<file path="config.mk">
export PLATFORM = sky130hd
export DESIGN_NAME = glsf_ctrl
export DESIGN_NICKNAME = d
export VERILOG_FILES = /design/src/glsf_pkg.sv /design/src/glsf_ctrl.sv
export SDC_FILE = /design/constraint.sdc
export NUM_CORES = 1
export LEC_CHECK = 0
export BUFFER_PORTS_ARGS = -buffer_cell sky130_fd_sc_hd__clkbuf_2
export CAP_MARGIN = 40
export CORE_AREA = 2 2 39 41
export CTS_BUF_LIST = sky130_fd_sc_hd__clkbuf_8
export DETAILED_ROUTE_END_ITERATION = 7
export DIE_AREA = 0 0 41 43
export PLACE_DENSITY = 0.69
export SLEW_MARGIN = 20
export SYNTH_ARGS = -nofsm -noshare
export SYNTH_HDL_FRONTEND = slang
export SYNTH_SLANG_ARGS = --single-unit
</file>
<file path="constraint.sdc">
create_clock -name clk_i -period 1.4 [get_ports clk_i]
set_input_delay 0.14 -clock clk_i [delete_from_list [all_inputs] [get_ports clk_i]]
set_output_delay 0.14 -clock clk_i [all_outputs]
set_load 0.01 [all_outputs]
</file>
<file path="src/glsf_pkg.sv">
// Package for the gap-limited span finder: sizes, opcodes, controller states
// and the controller/datapath command and status structs. No dependencies.
`default_nettype none
package glsf_pkg;
  localparam int MaxPoints = 1024;
  localparam int Levels = 11;
  localparam int IdxW = $clog2(MaxPoints);
  localparam int CntW = IdxW + 1;
  localparam int LvlW = $clog2(Levels);
  localparam int PosW = 31;

  localparam logic [1:0] OpAppend = 2'd0;
  localparam logic [1:0] OpQuery = 2'd1;
  localparam logic [1:0] OpClear = 2'd2;

  typedef enum logic [3:0] {
    StIdle, StBuild0, StBuildJ, StSrch1, StSrch1Wait, StSrch2, StSrch2Wait,
    StSrch2Eval, StDone
  } state_e;

  typedef struct packed {
    logic load;
    logic do_append;
    logic do_clear;
    logic b0_init;
    logic b0_step;
    logic bj_init;
    logic bj_step;
    logic s1_init;
    logic s1_issue;
    logic s1_eval;
    logic s2_init;
    logic s2_issue;
    logic s2_eval;
    logic done;
  } ctrl_t;

  typedef struct packed {
    logic is_append;
    logic is_query;
    logic is_clear;
    logic table_ok;
    logic b0_last;
    logic bj_all_done;
    logic s1_end;
    logic s1_zero;
    logic s2_end;
  } stat_t;
endpackage
`default_nettype wire

</file>
<file path="src/glsf_ctrl.sv">
// Controller for the gap-limited span finder.
// Depends on glsf_pkg.
`default_nettype none
module glsf_ctrl (
  input  wire logic            clk_i,
  input  wire logic            rst_ni,
  input  wire logic            start_i,
  output logic                 busy_o,
  input  wire glsf_pkg::stat_t st_i,
  output glsf_pkg::ctrl_t      cmd_o
);
  glsf_pkg::state_e state_q, state_d;

  always_ff @(posedge clk_i or negedge rst_ni) begin
    if (!rst_ni) state_q <= glsf_pkg::StIdle;
    else state_q <= state_d;
  end

  // issue latched in idle; the datapath holds the word
  logic go_q;
  always_ff @(posedge clk_i or negedge rst_ni) begin
    if (!rst_ni) go_q <= 1'b0;
    else go_q <= start_i && (state_q == glsf_pkg::StIdle) && !go_q;
  end

  always_comb begin
    state_d = state_q;
    unique case (state_q)
      glsf_pkg::StIdle: begin
        if (go_q && st_i.is_query) begin
          if (st_i.table_ok) state_d = glsf_pkg::StSrch1;
          else state_d = glsf_pkg::StBuild0;
        end
      end
      glsf_pkg::StBuild0: if (st_i.b0_last) state_d = glsf_pkg::StBuildJ;
      glsf_pkg::StBuildJ: if (st_i.bj_all_done) state_d = glsf_pkg::StSrch1;
      glsf_pkg::StSrch1: begin
        if (st_i.s1_end) begin
          if (st_i.s1_zero) state_d = glsf_pkg::StDone;
          else state_d = glsf_pkg::StSrch2;
        end else state_d = glsf_pkg::StSrch1Wait;
      end
      glsf_pkg::StSrch1Wait: state_d = glsf_pkg::StSrch1;
      glsf_pkg::StSrch2: begin
        if (st_i.s2_end) state_d = glsf_pkg::StDone;
        else state_d = glsf_pkg::StSrch2Wait;
      end
      glsf_pkg::StSrch2Wait: state_d = glsf_pkg::StSrch2Eval;
      glsf_pkg::StSrch2Eval: state_d = glsf_pkg::StSrch2;
      glsf_pkg::StDone: state_d = glsf_pkg::StIdle;
      default: state_d = glsf_pkg::StIdle;
    endcase
  end

  logic idle;
  assign idle = state_q == glsf_pkg::StIdle;

  always_comb begin
    cmd_o = '0;
    busy_o = !idle || go_q;
    unique case (state_q)
      glsf_pkg::StIdle: begin
        cmd_o.load = start_i && !go_q;
        if (go_q) begin
          cmd_o.do_append = st_i.is_append;
          cmd_o.do_clear = st_i.is_clear;
          cmd_o.b0_init = st_i.is_query && !st_i.table_ok;
          cmd_o.s1_init = st_i.is_query && st_i.table_ok;
        end
      end
      glsf_pkg::StBuild0: begin
        cmd_o.b0_step = 1'b1;
        cmd_o.bj_init = st_i.b0_last;
      end
      glsf_pkg::StBuildJ: begin
        cmd_o.bj_step = 1'b1;
        cmd_o.s1_init = st_i.bj_all_done;
      end
      glsf_pkg::StSrch1: begin
        cmd_o.s1_issue = !st_i.s1_end;
        cmd_o.s2_init = st_i.s1_end && !st_i.s1_zero;
      end
      glsf_pkg::StSrch1Wait: cmd_o.s1_eval = 1'b1;
      glsf_pkg::StSrch2: cmd_o.s2_issue = !st_i.s2_end;
      glsf_pkg::StSrch2Wait: cmd_o.s2_issue = 1'b1;
      glsf_pkg::StSrch2Eval: cmd_o.s2_eval = 1'b1;
      glsf_pkg::StDone: cmd_o.done = 1'b1;
      default: ;
    endcase
  end
endmodule
`default_nettype wire

</file>
==> reports/results.ini <==
[clock_tree]
numCtsBuffers = 3
h-tree-depth = 1
cts_max_path_buffers = 2
cts_sinks = 5
cts_tree = done
cts-root-buf = clkbuf_8
cts.clk_slew.worst_paths_ns = 0.03
clock_latency_ns = 0.22

[timing]
skew_ns = 0.00149
worst_slack_ns = -0.155
fmaxAchievable_ghz = 0.643
max_slew_margin_pct = 84.3
drv_slew = 0
fin_crit_sh_pct = 111
worst-slew-pin-transition_ns = 0.235
rsz0062_at_grt = yes
finalSetupViolations = 12
hold_violations = 0
min_period_ns = 1.55

[floorplanning]
fp.dieArea_um2 = 1760
start_util_pct = 33.2
die_w_um = 41
die_height_um = 43
core_um2 = 1380
num_rows = 14
io_pins = 27

[grt]
grt_pass1_vias = 510
track_usage_pct = 15.5
gr-total-overflow = 0
grt_max_degree = 10
antenna_found_initial = 0
grt_pass1_wl_mm = 1.91

[layout]
regArea_um2 = 126
multi_input_area_um2 = 338
drive_gt1_share_pct = 61.3
area_growth_pct = 68.9
nFillCells = 139
layout.nets = 106
instances_no_fill = 109
antennaDiodeCount = 0

[run_status]
failed_checks = setup timing
status = complete, but fails checks

[setup_path]
r2r_end = state_q[0]
cp_max_fo = 4
worst_ep_arrival_time_ns = 1.41
rr_startpoint = state_q[1]
reg2reg_setup_slack_ns = 0.08
required_ns = 1.26
cp-end-kind = primary output
startpoint_type = flop
worstRegToRegCells = 6
worstSetupPathType = flop to primary output

[logic_synthesis]
ys_warn_count = 0
netlist_area_um2 = 459
synth_flop_cell = dfrtp_1
syn_inst = 55
yosys-top-cells-area = dfrtp_1 (27%), nor3_1 (5.4%), buf_6 (4.9%)
yosysTopAreaCellShare_pct = 27.2
yosysTopAreaCell = dfrtp_1
async_reset_ff_share_pct = 100
synth-seq-area-share_pct = 27.2
synth_edf_count = 0
syn_avg_cell_area_um2 = 8.35
synth_common_cells = dfrtp_1 (5), nor2_1 (5), nor3_1 (5)
yosysUniqueCellTypes = 29
synth-seq-cells = 5
syn_nets = 67

[drt]
antenna_left = 0
drt_iter0_markers = 4
firstDrtPassIters = 3
wl_per_cell_um = 10.8
drc = 0
viasPerCell = 4.89
via_count = 533
wl_mm = 1.18

[place]
dp.cells = 100
hpwl_um = 885
portBuffers = 26
place_ws_ns = 0.0399
globalplace.congestion = 0.762

[job]
maxCapViolations = 0

[pwr]
p_leak_nw = 0.401
p_per_area_nw_per_um2 = 2130
fin_total_pwr_mw = 1.65
peakVddDrop_mv = 1.09

[worst_hold_path]
worstHoldEndpoint = state_q[0]
hold_start = st_i[4]
hold-path-cell-count = 2
hold_path.class = input pin to flop

metal layers:
metal	routed length [um]	share of wire (%)	up-vias	GRT usage (%)
met5	0	0	-	0
met4	0	0	0	8.00
met3	61	5.2	0	1.57
met2	610	52	15	25.6
met1	509	43	244	18.4
li1	-	-	274	-
critical path, stage by stage (launching register included):
cell	delay (ns)
dfrtp_1	0.37
or2_4	0.29
nor3_4	0.20
and4b_1	0.22
buf_2	0.12
stage by stage:
stage	TNS (ns)	util [%]	area [um^2]	hold WS, ns
after floorplan	-0.0105	-	462	-0.156
after global placement	0	45.3	627	-0.0410
after detailed placement	0	45.3	627	-0.0400
after CTS	-0.788	53.0	733	0.137
after global routing	-1.65	56.1	776	0.149
final	-0.771	56.1	776	0.139
how the worst max path moves through the flow:
| stage | startpoint | to | slack (ns) | cells past startpoint |
|---|---|---|---|---|
| 3_5_place_dp | state_q[3] | cmd_o[8] | 0.04 | 4 |
| 6_report | state_q[3] | cmd_o[10] | -0.15 | 4 |
| 4_1_cts | state_q[3] | cmd_o[10] | -0.13 | 4 |
| 2_1_floorplan | state_q[2] | cmd_o[8] | -0.01 | 5 |
| 5_1_grt | state_q[3] | cmd_o[10] | -0.21 | 4 |
| 3_3_place_gp | state_q[2] | state_q[0] | 0.08 | 5 |
logic make-up (layout without fill, tap and decap cells):
logic type	Yosys count	in the layout	share of synthesized area, %
AND/OR/NAND/NOR	31	31	44.7
AO/OA/AOI/OAI	13	13	18.3
buffers and inverters	6	44	9.81
flip-flops	5	5	27.2
layout make-up:
cell class | instances | share of cell area (%)
tap | 16 | 2.58
clock buffer | 3 | 5.32
multi-input combinational | 44 | 43.5
clock inverter | 1 | 0.484
timing repair buffer | 38 | 30.8
inverter | 2 | 0.968
sequential | 5 | 16.3
state kept, by name, indices dropped and copies added (netlist names):
register  count
go_q          1
state_q       4
where the power goes:
group | total, mW | switching [mW] | internal (mW)
clock network | 0.252 | 0.0643 | 0.187
registers | 0.256 | 0.0481 | 0.208
logic | 1.15 | 0.558 | 0.589
layout by cell type, fill, tap and decap left out, types with 2 or more instances in the layout:
cell and n:
clkbuf_2 14, buf_2 10, buf_4 10, nor2_1 4, o21ai_0 4, dfrtp_1 4, nor3_2 3, a21oi_1 3
clkbuf_8 3, buf_6 3, nor2b_1 2, and3_1 2, nor3_1 2, nand2b_4 2, inv_1 2, a21boi_0 2
nand2_1 2
timing repair:
item | 4_1_cts | 5_1_grt
endpoints found under the setup margin | 14 | 16
pin swaps | 5 | 4
gates resized for setup | 7 | 20
hold endpoints to repair | 5 | 0
hold buffers | 1 | 0
buffers inserted | 3 | 1
No activity file was read; power rests on OpenSTA's default activity.
